`config.mk`:
```
export PLATFORM = sky130hd
export DESIGN_NAME = fccm_ctrl
export DESIGN_NICKNAME = d
export VERILOG_FILES = /design/src/fccm_pkg.sv /design/src/fccm_ctrl.sv
export SDC_FILE = /design/constraint.sdc
export NUM_CORES = 1
export LEC_CHECK = 0
export ABC_AREA = 1
export BUFFER_PORTS_ARGS = -buffer_cell sky130_fd_sc_hd__buf_2
export CAP_MARGIN = 0
export CORE_UTILIZATION = 43
export CTS_CLUSTER_DIAMETER = 80
export CTS_CLUSTER_SIZE = 24
export DETAILED_ROUTE_END_ITERATION = 10
export MAX_ROUTING_LAYER = met4
export PLACE_DENSITY = 0.78
export SLEW_MARGIN = 40
export SYNTH_ARGS = -nofsm -noshare
export SYNTH_HDL_FRONTEND = slang
export SYNTH_SLANG_ARGS = --single-unit
```
`constraint.sdc`:
```
create_clock -name clk -period 1.1 [get_ports clk]
set_input_delay 0.11 -clock clk [delete_from_list [all_inputs] [get_ports clk]]
set_output_delay 0.11 -clock clk [all_outputs]
set_load 0.01 [all_outputs]
```
`src/fccm_pkg.sv`:
```
// fccm_pkg: shared types and constants of the cluster allocation table manager
// no dependencies, compiled first
package fccm_pkg;

	localparam int unsigned ENTRY_W = 28;
	localparam int unsigned COUNT_W = 12;
	localparam int unsigned OP_W    = 2;

	localparam logic [ENTRY_W-1:0] END_OF_CHAIN = 28'h0FFFFFFF;
	localparam logic [ENTRY_W-1:0] BAD_LIMIT    = 28'h0FFFFFF8;
	localparam logic [ENTRY_W-1:0] FIRST_DATA   = 28'd2;
	localparam logic [COUNT_W-1:0] COUNT_RESET  = 12'd4094;

	typedef logic [ENTRY_W-1:0] entry_t;
	typedef logic [COUNT_W-1:0] count_t;

	typedef enum logic [1:0] {
		OP_READ  = 2'd0,
		OP_WRITE = 2'd1,
		OP_ALLOC = 2'd2,
		OP_FREE  = 2'd3
	} opcode_t;

	typedef enum logic [1:0] {
		STAT_OK      = 2'd0,
		STAT_FULL    = 2'd1,
		STAT_RANGE   = 2'd2,
		STAT_OVERRUN = 2'd3
	} status_t;

	typedef enum logic [2:0] {
		RES_READ,
		RES_DONE,
		RES_RANGE,
		RES_ALLOC,
		RES_FULL,
		RES_OVERRUN
	} res_sel_t;

	typedef enum logic [2:0] {
		S_CLEAR,
		S_IDLE,
		S_DISPATCH,
		S_READ_WAIT,
		S_SCAN,
		S_WALK_RD,
		S_WALK_WR,
		S_RESPOND
	} state_t;

	typedef struct packed {
		logic     clr_step;
		logic     load;
		logic     do_read;
		logic     do_write;
		logic     scan_step;
		logic     alloc_mark;
		logic     walk_read;
		logic     walk_zero;
		logic     out_load;
		res_sel_t res_sel;
	} cmd_t;

	typedef struct packed {
		logic clr_last;
		logic in_range;
		logic scan_hit;
		logic scan_end;
		logic walk_go;
		logic walk_valid;
	} sts_t;

endpackage

```
`src/fccm_ctrl.sv`:
```
// fccm_ctrl: controller state machine sequencing clear, read, write, allocate and free
// depends on fccm_pkg; drives fccm_datapath through cmd_t
module fccm_ctrl (
	input  logic                      clk,
	input  logic                      arst_n,
	input  logic                      req_valid,
	input  logic [fccm_pkg::OP_W-1:0] req_opcode,
	output logic                      req_ready,
	output logic                      rsp_valid,
	input  logic                      rsp_ready,
	input  fccm_pkg::sts_t            sts,
	output fccm_pkg::cmd_t            cmd
);
	import fccm_pkg::*;

	state_t   state_q;
	state_t   state_d;
	opcode_t  op_q;
	res_sel_t res_sel_q;
	res_sel_t res_d;
	logic     res_set;
	logic     out_valid_q;

	// next state
	always_comb begin
		state_d = state_q;
		unique case (state_q)
			S_CLEAR: begin
				if (sts.clr_last) state_d = S_IDLE;
			end
			S_IDLE: begin
				if (req_valid) state_d = S_DISPATCH;
			end
			S_DISPATCH: begin
				unique case (op_q)
					OP_READ:  state_d = sts.in_range ? S_READ_WAIT : S_RESPOND;
					OP_WRITE: state_d = S_RESPOND;
					OP_ALLOC: state_d = S_SCAN;
					OP_FREE:  state_d = S_WALK_RD;
					default:  state_d = S_RESPOND;
				endcase
			end
			S_READ_WAIT: state_d = S_RESPOND;
			S_SCAN: begin
				if (sts.scan_hit || sts.scan_end) state_d = S_RESPOND;
			end
			S_WALK_RD: state_d = sts.walk_go ? S_WALK_WR : S_RESPOND;
			S_WALK_WR: state_d = S_WALK_RD;
			S_RESPOND: begin
				if (!out_valid_q || rsp_ready) state_d = S_IDLE;
			end
			default: state_d = S_IDLE;
		endcase
	end

	// outputs
	always_comb begin
		cmd         = '0;
		cmd.res_sel = res_sel_q;
		req_ready   = 1'b0;
		res_set     = 1'b0;
		res_d       = RES_DONE;
		unique case (state_q)
			S_CLEAR: cmd.clr_step = 1'b1;
			S_IDLE: begin
				req_ready = 1'b1;
				cmd.load  = req_valid;
			end
			S_DISPATCH: begin
				unique case (op_q)
					OP_READ: begin
						if (sts.in_range) begin
							cmd.do_read = 1'b1;
						end else begin
							res_set = 1'b1;
							res_d   = RES_RANGE;
						end
					end
					OP_WRITE: begin
						res_set = 1'b1;
						if (sts.in_range) begin
							cmd.do_write = 1'b1;
							res_d        = RES_DONE;
						end else begin
							res_d = RES_RANGE;
						end
					end
					default: ;
				endcase
			end
			S_READ_WAIT: begin
				res_set = 1'b1;
				res_d   = RES_READ;
			end
			S_SCAN: begin
				if (sts.scan_hit) begin
					cmd.alloc_mark = 1'b1;
					res_set        = 1'b1;
					res_d          = RES_ALLOC;
				end else if (sts.scan_end) begin
					res_set = 1'b1;
					res_d   = RES_FULL;
				end else begin
					cmd.scan_step = 1'b1;
				end
			end
			S_WALK_RD: begin
				if (sts.walk_go) begin
					cmd.walk_read = 1'b1;
				end else begin
					res_set = 1'b1;
					res_d   = sts.walk_valid ? RES_OVERRUN : RES_DONE;
				end
			end
			S_WALK_WR: cmd.walk_zero = 1'b1;
			S_RESPOND: cmd.out_load = !out_valid_q || rsp_ready;
			default: ;
		endcase
	end

	always_ff @(posedge clk or negedge arst_n) begin
		if (!arst_n) begin
			state_q     <= S_CLEAR;
			res_sel_q   <= RES_DONE;
			out_valid_q <= 1'b0;
		end else begin
			state_q <= state_d;
			if (res_set) begin
				res_sel_q <= res_d;
			end
			if (cmd.out_load) begin
				out_valid_q <= 1'b1;
			end else if (rsp_ready) begin
				out_valid_q <= 1'b0;
			end
		end
	end

	always_ff @(posedge clk) begin
		if (cmd.load) begin
			op_q <= opcode_t'(req_opcode);
		end
	end

	assign rsp_valid = out_valid_q;

endmodule

```
Yosys cells after proc, flatten, opt, wreduce, memory -nomap -nowiden
Index checks and enable logic that the tools add are counted.
{"block": "word_totals", "register_bits": 9, "inputBits": 12, "out_inout_bits": 14, "word_cells": 64}
{"block": "op_classes", "n_eq_ne": 14, "mux": 38, "reduce_logical": 8}
{"op": "3-bit two-way mux", "n": 9}
{"op": "3-bit case mux with 4 select lines", "n": 2}
{"op": "3-bit case mux with 8 select lines", "n": 1}
{"op": "1-bit two-way mux", "n": 20}
{"op": "3-bit == test, second input constant", "n": 4}
{"op": "2-bit two-way mux", "n": 4}
{"op": "2-bit inequality test, second input constant", "n": 4}
{"op": "3-bit by 2-bit == test with 1-bit output, second input constant", "n": 2}
{"op": "2-bit == test, second input constant", "n": 2}
{"op": "1-bit case mux with 4 select lines", "n": 1}
{"op": "4-bit AND reduction", "n": 1}
{"op": "3-bit by 1-bit == test with 1-bit output, second input constant", "n": 1}
{"op": "3-bit logical NOT", "n": 1}
{"op": "2-bit by 1-bit == test with 1-bit output, second input constant", "n": 1}
{"op": "2-bit logical NOT", "n": 1}
{"op": "1-bit logical OR", "n": 2}
{"op": "1-bit case mux with 2 select lines", "n": 1}
{"op": "2-bit nonzero test", "n": 1}
{"op": "2-bit OR reduction", "n": 1}
{"op": "1-bit logical NOT", "n": 1}

Longest topological paths before layout
Gate-level depths: netlist of run 1.
{"block": "depth", "ltp_word": 4, "ltp_mapped": 8, "ltp_nobuf": 8}

Least setup slack after synthesis of run 1
No wires, ideal clock.
{"block": "synth_path", "kind": "flip-flop to flip-flop", "from": "register state_q[2]", "to": "register op_q[0] (enable)", "setup_time_ns": 0.339, "t_arrival_ns": 0.978, "t_required_ns": 0.761, "slack_ns": -0.217, "stages_incl_launch_ff": 5, "n_path_buf": 1, "period_less_slack_ns": 1.317, "cell_sequence": "dfrtp_1 -> buf_6 -> nor2_1 -> nand2_1 -> nor2_1"}
{"element": "from (decl)", "line": "fccm_ctrl.sv:16", "source": "state_t state_q;"}
{"element": "from (signal assigned)", "line": "fccm_ctrl.sv:127", "source": "state_q <= state_d;"}
{"element": "to (signal assigned)", "line": "fccm_ctrl.sv:141", "source": "op_q <= opcode_t'(req_opcode);"}
{"element": "to (decl)", "line": "fccm_ctrl.sv:18", "source": "opcode_t op_q;"}

Worst setup path in the final report of run 1
{"block": "layout_path", "from": "register state_q[2]", "to": "register state_q[0]"}
{"block": "layout_between", "elab_chain_cells": 3, "word_cells_on_any_way": 14, "classes_between": "eq/ne: 11; mux: 1; reduce/logical: 2"}
{"element": "3-bit == test, or another cell as far along", "line": "fccm_ctrl.sv:27", "source": "unique case (state_q)"}
{"element": "2-bit inequality test (no line)"}
{"element": "4-bit AND reduction (no line)"}
Several ways; a longest one is shown, not always the timed one.
A chain may end at the register's enable or synchronous reset.

==> reports/metrics.cfg, run 1 <==
[clock_tree]
cts_buffer_depth=2
clock_latency_ns=0.27
cts_tree=built
path_clk_slew_ns=0.07
clkSinkCount=9
cts_buffers=3
root_buffer=clkbuf_4
cts.htree.levels=1

[global_routing]
gr-total-overflow=0
grt_use_total_pct=31.6
grt_pass1_wl_um=4150
grt_max_degree=8
grt_pass1_vias=914
antenna_found_initial=0

[detailed_routing]
drcViolationCount=0
dr_total_vias=914
ant_nets=0
vias_per_cell=5.31
drtPass1Iterations=4
wl_per_cell_um=16.4
finalWirelength_um=2830
drtIter0Drc=23

[final_layout]
final_util_pct=86.2
syn_to_final_growth_pct=83.1
regArea_um2=239
drive_gt1_share_pct=62.8
final_net_count=169
final_area_um2=1330
num_antenna_cells=0
multi_input_area_um2=533
nFillCells=78
instances_no_fill=172

[power]
p_per_area_nw_per_um2=2830
power.leakage_nw=0.733
netSwitchingFraction_pct=48.2
p_comb_share_pct=75.1
clkPwrFrac_pct=7.1
p_int_mw=1.95
p_switching_mw=1.81
ir_drop_mv=1.87
p_seq_share_pct=17.8

[synthesis]
ys_top_cells_by_area=dfrtp_1 (21%), nand2_1 (12%), edfxtp_1 (8.3%)
synth_seq_area_share_pct=32.6
yosysWarnings=0
synth_cell_types=25
async_reset_ff_share_pct=77.8
synth-seq-cells=9
synthTopCellsByCount=nand2_1 (24), inv_1 (14), nor2_1 (14)
synth_top_cell_by_area=dfrtp_1
synthFlopType=dfrtp_1
synth.top_cell.area_share_pct=20.7
avgSynthCellArea_um2=7.19
synth_nets=113
syn_area_um2=726
postSynthCellCount=101
synth_edf_count=2
yosysMostFrequentCell=nand2_1

[setup_path]
path_cells=buf_6 -> nor2_8 -> nand2_4 -> buf_4 -> buf_4 -> o21ai_1 -> nand3_1 -> nand2_1 -> nand2_1
cp_max_fo=2
reg2regPathDepth=9
r2r_end=state_q[0]
max_stage_delay_ns=0.40
critPathLaunchType=flop
endpoint_kind=flop
critPathRequiredTime_ns=1.25
cp_data_arrival_time_ns=1.72
critPathKind=flop to flop
timing.rr.start=state_q[2]
slowest_stage=dfrtp_1
r2r_slack_ns=-0.47

[sta]
relSlewSlack_pct=79.8
fin_crit_sh_pct=142
fmax_ghz=0.639
finalCriticalPeriod_ns=1.57
fin_skew_ns=0.00843
hold_viol_final=0
rsz0062_at_grt=true
setup_viol=18
worst_pin_slew_ns=0.302
fin_ws_ns=-0.466
slew_violations=0

[floorplanning]
fp.dieW_um=43.1
ios=26
coreArea_um2=1540
die_y_um=43.1
die-area_um2=1860
start_util_pct=47.1
num_rows=14

[min_path]
whs_endpoint=op_q[0]
hold_depth=1
min_from=req_opcode[0]
hold_path_class=input port to flop

[placed_design]
placed_cell_area_um2=936
place_congestion=0.832
hpwlAfterDp_um=1390
portBuffers=25
pre_cts_slack_ns=-0.221
post-place-cells=149

[outcome]
violations=negative setup slack
status=finished, violations left

[flow_run]
drv_cap=0

## sequential cells by signal, summed over array words and instances (netlist names)
signal and cells:
state_q 3, op_q 2, res_sel_q 3, rsp_valid 1
## worst max-delay path by stage
stage / start / to / cells after the start
after detailed placement: state_q[0] / state_q[0] / 6
after global routing: state_q[2] / state_q[0] / 9
after global placement: state_q[0] / cmd[8] / 6
after CTS: state_q[2] / cmd[8] / 7
final: state_q[2] / state_q[0] / 9
after floorplan: state_q[1] / op_q[0] / 4
## per-stage QoR
step	TNS, ns	hold WS (ns)	power (mW)
finish	-5.13	0.0136	3.76
global placement	-2.03	-0.0529	2.18
global route	-5.73	-0.0000902	3.94
detailed placement	-2.40	-0.0476	2.23
floorplan	-0.0763	-0.186	1.79
CTS	-3.73	0.0215	3.05
## worst max-delay path: cells and delay by family (launching register included)
family                 cells  cell delay (ns)
and+or+nand+nor            5             0.49
AOI/OAI and AO/OA          1             0.13
DFF                        1             0.40
buffers and inverters      3             0.44
## cells by family (layout without fill, tap and decap cells)
logic type      count (synthesis)  after routing  share of synthesized area, %
simple gates                   65             65                          48.4
buf+inv                        22             77                          14.8
compound gates                  5              5                          4.14
flops                           9              9                          32.6
## cell usage in the layout (no fill, tap or decap), types with 5 or more instances in the layout
master   netlist  final
nand2_1       24     21
nand3_1        9      8
buf_6          3     17
inv_1         14     13
nand2_4        2      6
nor2_1        14      5
buf_2          0     20
buf_4          0     15
nor2_4         1     11
## repair_timing
item / 4_1_cts / 5_1_grt
endpoints found under the setup margin: 18 / 18
buffers inserted: 13 / 6
resized for setup: 26 / 28
endpoints found under the hold margin: 7 / 0
pin swaps: 10 / 9
hold buffers: 1 / 0
## final cells by class
class	count	share of cell area (%)
Clock buffer	4	1.98
Inverter	19	6.12
Multi-Input combinational cell	70	40.1
Sequential cell	9	18.0
Tap cell	16	1.51
Timing Repair Buffer	54	32.3
## routing by layer
metal	up-vias	global-route usage, %	part of all wire [%]
met3	26	1.70	5.6
met2	55	56.1	51
met5	-	-	0
met1	418	33.1	35
li1	415	-	-
met4	0	21.2	7.7
## power by group through the flow
stage | Sequential [mW] | Combinational [mW] | Clock, mW
final | 0.670 | 2.82 | 0.268
after global routing | 0.675 | 2.97 | 0.290
after CTS | 0.659 | 2.13 | 0.256
after detailed placement | 0.682 | 1.55 | 0
after global placement | 0.668 | 1.51 | 0
after floorplan | 0.583 | 1.20 | 0
Note: power is estimated with default switching activity, not from simulation.
==> inputs of run 2 (changes only) <==
PLACE_DENSITY = unset   (was 0.78)
PLACE_DENSITY_LB_ADDON = 0.2   (was unset)
SETUP_SLACK_MARGIN = 0.2   (was unset)
==> reports/metrics.cfg, run 2 (synthesized netlist as in run 1, its figures left out) <==
[floorplanning]
coreArea_um2=1540  ; unchanged
ios=26  ; unchanged
num_rows=14  ; unchanged
die-area_um2=1860  ; unchanged
die_y_um=43.1  ; unchanged
start_util_pct=47.1  ; unchanged
fp.dieW_um=43.1  ; unchanged

[power]
ir_drop_mv=1.71  ; -8.2%
p_switching_mw=1.53  ; -16%
clkPwrFrac_pct=7.9  ; +0.8 points
p_int_mw=1.90  ; -2.7%
netSwitchingFraction_pct=44.6  ; -3.6 points
totalPowerFinal_mw=3.42  ; -9.0%
p_per_area_nw_per_um2=2630  ; -6.9%
p_comb_share_pct=72.3  ; -2.8 points
p_seq_share_pct=19.8  ; +2.0 points
power.leakage_nw=0.727  ; -0.82%

[global_routing]
grt_max_degree=8  ; unchanged
gr-total-overflow=0  ; unchanged
grt_use_total_pct=24.5  ; -7.1 points
grt_pass1_vias=781  ; -15%
antenna_found_initial=0  ; unchanged
grt_pass1_wl_um=3260  ; -21%

[setup_path]
path_common_cell=nand2_4
endpoint_kind=primary output
critPathRequiredTime_ns=0.99  ; -0.26 ns
path_cells=buf_12 -> nor2_8 -> nand2_4 -> inv_4 -> nand2_4 -> nor3_4 -> buf_2
critPathKind=flop to primary output
max_stage_delay_ns=0.40  ; about the same
slowest_stage=dfrtp_1
cp_data_arrival_time_ns=1.35  ; -0.37 ns
cp_max_fo=7  ; +5
critPathLaunchType=flop

[final_layout]
top_regs=res_sel_q (3), state_q (3), op_q (2)
drive_gt1_share_pct=61.4  ; -1.4 points
instances_no_fill=174  ; +1.2%
final_util_pct=84.3  ; -1.9 points
mostFrequentLayoutCells=buf_2 (21), nand2_1 (20), buf_4 (20), inv_1 (13), buf_6 (12)
final_area_um2=1300  ; -2.2%
final_common_cell=buf_2
syn_to_final_growth_pct=79.1
final_net_count=171  ; +1.2%
num_antenna_cells=0  ; unchanged

[detailed_routing]
drcViolationCount=0  ; unchanged
wl_per_cell_um=11.7  ; -29%
finalWirelength_um=2030  ; -28%
ant_nets=0  ; unchanged
dr_total_vias=828  ; -9.4%
vias_per_cell=4.76  ; -10%
drtIter0Drc=10  ; -57%
drtPass1Iterations=4  ; unchanged

[placed_design]
portBuffers=25  ; unchanged
hpwlAfterDp_um=1350  ; -2.8%
post-place-cells=151  ; +1.3%
placed_cell_area_um2=998  ; +6.7%
pre_cts_slack_ns=-0.233  ; -0.0126 ns
place_congestion=0.865  ; +3.9%

[clock_tree]
clock_latency_ns=0.27  ; about the same
cts.htree.levels=1  ; unchanged
clkSinkCount=9  ; unchanged
cts_buffer_depth=2  ; unchanged
cts_buffers=3  ; unchanged
root_buffer=clkbuf_4
path_clk_slew_ns=0.06  ; about the same
cts_tree=built

[sta]
fmax_ghz=0.684  ; +7.2%
fin_skew_ns=0.00279  ; -0.00564 ns
hold_viol_final=0  ; unchanged
worst_pin_slew_ns=0.240  ; -0.0617 ns
fin_crit_sh_pct=133  ; -9.5 points
relSlewSlack_pct=83.9  ; +4.1 points
setup_viol=18  ; unchanged
rsz0062_at_grt=true
whs_ns=0.0121  ; -0.00149 ns
finalCriticalPeriod_ns=1.46  ; -0.105 ns
fin_ws_ns=-0.361  ; +0.105 ns
slew_violations=0  ; unchanged
fin_tns_setup_ns=-4.55  ; +0.580 ns

[flow_run]
drv_cap=0  ; unchanged

[outcome]
status=finished, violations left
violations=negative setup slack

[min_path]
hold_path_class=input port to flop

-- run 2: what timing repair did --
item | in CTS | in global routing
gates resized for setup | 13 | 13
endpoints found under the hold margin | 7 | 0
buffers inserted | 14 | 4
endpoints found under the setup margin | 22 | 23
pin swaps | 6 | 9
hold buffers | 1 | 0
-- run 2: final timing paths --
kind                               startpoint      endpoint  slack, ns  cells past startpoint
worst max-delay path               state_q[2]        cmd[8]      -0.36                      7
worst min register to register   res_sel_q[0]  res_sel_q[0]       0.50                      2
min in group asynchronous              arst_n    state_q[2]       0.20                      2
worst min-delay path            req_opcode[1]       op_q[1]       0.01                      1
worst max register to register     state_q[2]    state_q[0]      -0.28                      9
max in group asynchronous              arst_n  res_sel_q[0]       0.66                      2
-- run 2: cell type report --
type	instances	area, µm²
multi-input combinational	70	495
timing repair buffer	56	440
fill	100	241
sequential	9	239
inverter	19	78.8
clock buffer	4	26.3
tap	16	20.0
-- run 2: layer usage --
metal  share of wire (%)  wire (µm)  vias up  global-route usage (%)
met5                   0          0        -                       -
met2                  53       1070       20                    42.1
met3                 3.0         60        4                    2.55
met1                  42        850      379                    27.7
li1                    -          -      425                       -
met4                 2.3         46        0                    12.7
-- run 2: critical path, delay by kind of cell, from the launching register on --
family	cells	cell delay, ns
flops	1	0.40
buf+inv	3	0.37
simple gates	4	0.29
-- run 2: power by group through the flow --
stage          Sequential [mW]  Clock, mW  Combinational [mW]
2_1_floorplan            0.583          0                1.28
3_3_place_gp             0.687          0                1.66
3_5_place_dp             0.694          0                1.70
4_1_cts                  0.675      0.281                2.25
5_1_grt                  0.698      0.286                2.68
6_report                 0.679      0.270                2.47
==> inputs of run 3 (changes only) <==
ABC_AREA = unset   (was 1)
CORE_UTILIZATION = 40   (was 43)
==> reports/metrics.cfg, run 3 <==
[setup_path]
critPathLaunchType=flop
path_cells=buf_6 -> nor3b_4 -> nand2_1 -> nor2_2 -> buf_2
max_stage_delay_ns=0.42  ; +0.02 ns
cp_top_family=simple AND/OR/NAND/NOR gates
slowest_stage=dfrtp_1
critPathRequiredTime_ns=0.99  ; about the same
crit_buf_inv=2  ; -1
endpoint_kind=primary output
cp_data_arrival_time_ns=1.43  ; +0.08 ns
critPathKind=flop to primary output
cp_max_fo=7  ; unchanged

[sta]
fmax_ghz=0.648  ; -5.3%
fin_crit_sh_pct=140  ; +7.5 points
rsz0062_at_grt=true
fin_skew_ns=0.00317  ; +0.000378 ns
fin_tns_setup_ns=-5.32  ; -0.774 ns
finalCriticalPeriod_ns=1.54  ; +0.0824 ns
fin_ws_ns=-0.443  ; -0.0824 ns
whs_ns=0.0263  ; +0.0141 ns
slew_violations=0  ; unchanged
relSlewSlack_pct=82.9  ; -1.0 points
worst_pin_slew_ns=0.254  ; +0.0136 ns
hold_viol_final=0  ; unchanged
setup_viol=18  ; unchanged

[clock_tree]
clock_latency_ns=0.26  ; about the same
cts_buffer_depth=2  ; unchanged
cts.htree.levels=1  ; unchanged
clkSinkCount=9  ; unchanged
cts_tree=built
cts_buffers=3  ; unchanged
path_clk_slew_ns=0.06  ; about the same
root_buffer=clkbuf_4

[detailed_routing]
dr_total_vias=824  ; -0.48%
drtIter0Drc=20  ; +10
finalWirelength_um=2570  ; +27%
vias_per_cell=5.76  ; +21%
drtPass1Iterations=4  ; unchanged
ant_nets=0  ; unchanged
drcViolationCount=0  ; unchanged
wl_per_cell_um=18.0  ; +54%

[synthesis]
syn_area_um2=597  ; -18%
async_reset_ff_share_pct=77.8  ; unchanged
synth_cell_types=25  ; unchanged
synthFlopType=dfrtp_1
synth.top_cell.area_share_pct=25.2  ; +4.5 points
ys_top_cells_by_area=dfrtp_1 (25%), edfxtp_1 (10%), a21oi_1 (5.9%)
synth_top_cell_by_area=dfrtp_1
avgSynthCellArea_um2=8.29  ; +15%
yosysMostFrequentCell=nor2_1
synth_seq_area_share_pct=39.6  ; +7.0 points
synthTopCellsByCount=nor2_1 (9), a21oi_1 (7)
synth_edf_count=2  ; unchanged
synth-seq-cells=9  ; unchanged
synth_nets=84  ; -26%
postSynthCellCount=72  ; -29%
yosysWarnings=0  ; unchanged

[final_layout]
final_net_count=141  ; -18%
num_antenna_cells=0  ; unchanged
syn_to_final_growth_pct=100
final_common_cell=buf_2
drive_gt1_share_pct=68.0  ; +6.6 points
mostFrequentLayoutCells=buf_2 (20), buf_4 (18), buf_6 (17), a21oi_1 (7), nand2_1 (5)
top_regs=res_sel_q (3), state_q (3), op_q (2)

[floorplanning]
num_rows=13  ; -1
coreArea_um2=1350  ; -12%
die-area_um2=1650  ; -11%
die_y_um=40.6  ; -5.7%
fp.dieW_um=40.6  ; -5.7%
ios=26  ; unchanged
start_util_pct=44.2  ; -2.9 points

[global_routing]
grt_use_total_pct=28.7  ; +4.1 points
gr-usage-met3_pct=13.6  ; +11 points
gr-total-overflow=0  ; unchanged
busiest_layer=met2
grt_pass1_vias=684  ; -12%
grt_pass1_wl_um=2880  ; -11%
antenna_found_initial=0  ; unchanged
met2_usage_pct=46.4  ; +4.3 points
grt_max_degree=10  ; +2
use_met1_pct=28.8  ; +1.0 points

[min_path]
hold_path_class=input port to flop

[power]
ir_drop_mv=1.76  ; +3.0%
power.leakage_nw=0.575  ; -21%
clkPwrFrac_pct=7.9  ; about the same
p_int_mw=1.90  ; about the same
p_per_area_nw_per_um2=2690  ; +2.0%
p_comb_share_pct=73.0  ; +0.7 points
netSwitchingFraction_pct=41.0  ; -3.6 points
p_seq_share_pct=19.1  ; -0.7 points
totalPowerFinal_mw=3.21  ; -6.2%
p_switching_mw=1.32  ; -14%

[outcome]
violations=negative setup slack
status=finished, violations left

[flow_run]
drv_cap=0  ; unchanged

[placed_design]
hpwlAfterDp_um=1130  ; -17%
portBuffers=25  ; unchanged
place_congestion=0.828  ; -4.3%

==> run 3: changes by cell type in the layout (fill, tap and decap cells not counted), sizes merged, moves of 3 or more <==
cell    before  now
nand2       30    6
inv         19    1
nor2        21    9
nand3       11    1
a21oi        1    8
nor2b        0    5
and3         0    4
nand2b       0    4
nor3         2    6
o21ai        3    6
==> run 3: cell type report <==
| type | count | area (µm²) |
|---|---|---|
| Timing Repair Buffer | 56 | 437 |
| Sequential cell | 9 | 239 |
| Inverter | 1 | 3.75 |
| Multi-Input combinational cell | 58 | 472 |
| Tap cell | 15 | 18.8 |
| Fill cell | 74 | 154 |
| Clock buffer | 4 | 26.3 |
==> run 3: path summary, 6_finish.rpt <==
check	start	endpoint	slack (ns)	cells past startpoint
setup / recovery	state_q[0]	cmd[9]	-0.44	5
hold / removal	req_opcode[1]	op_q[1]	0.03	1
setup reg to reg	state_q[0]	res_sel_q[0]	-0.32	5
hold reg to reg	res_sel_q[2]	res_sel_q[2]	0.47	1
max in group asynchronous	arst_n	res_sel_q[0]	0.64	2
min in group asynchronous	arst_n	res_sel_q[1]	0.23	2
==> run 3: per-stage QoR <==
stage               instance area [µm²]  cells  setup WS, ns  util (%)
floorplan                           683     72        -0.135         -
finish                             1200    143        -0.443      88.6
CTS                                1110    138        -0.338      81.9
global route                       1200    143        -0.492      88.6
global placement                    883    121        -0.174      65.4
detailed placement                  883    121        -0.200      65.4
==> run 3: routing by layer <==
metal  vias to the layer above  wire length (µm)
met4                         0               100
met3                        16               204
met1                       390              1010
met2                        50              1260
met5                         -                 0
li1                        368                 -
==> run 3: cell families after synthesis <==
| group | after synthesis | share of synthesized area (%) |
|---|---|---|
| flip-flops | 9 | 39.6 |
| multiplexers | 1 | 2.51 |
| AND/OR/NAND/NOR | 39 | 34.8 |
| buffers and inverters | 5 | 4.40 |
| AO/OA/AOI/OAI | 18 | 18.7 |
==> run 3: power groups by stage <==
stage          Combinational [mW]  Sequential (mW)  Clock (mW)
2_1_floorplan               0.944            0.632           0
6_report                     2.34            0.613       0.255
5_1_grt                      2.47            0.626       0.273
3_5_place_dp                 1.32            0.647           0
4_1_cts                      1.91            0.589       0.257
3_3_place_gp                 1.31            0.649           0
==> run 3: what timing repair did <==
| action | in CTS | in global routing |
|---|---|---|
| setup endpoints to repair | 20 | 23 |
| resized for setup | 26 | 13 |
| setup buffers | 12 | 5 |
| hold buffers | 1 | 0 |
| pin swaps | 9 | 10 |
| hold endpoints to repair | 7 | 0 |
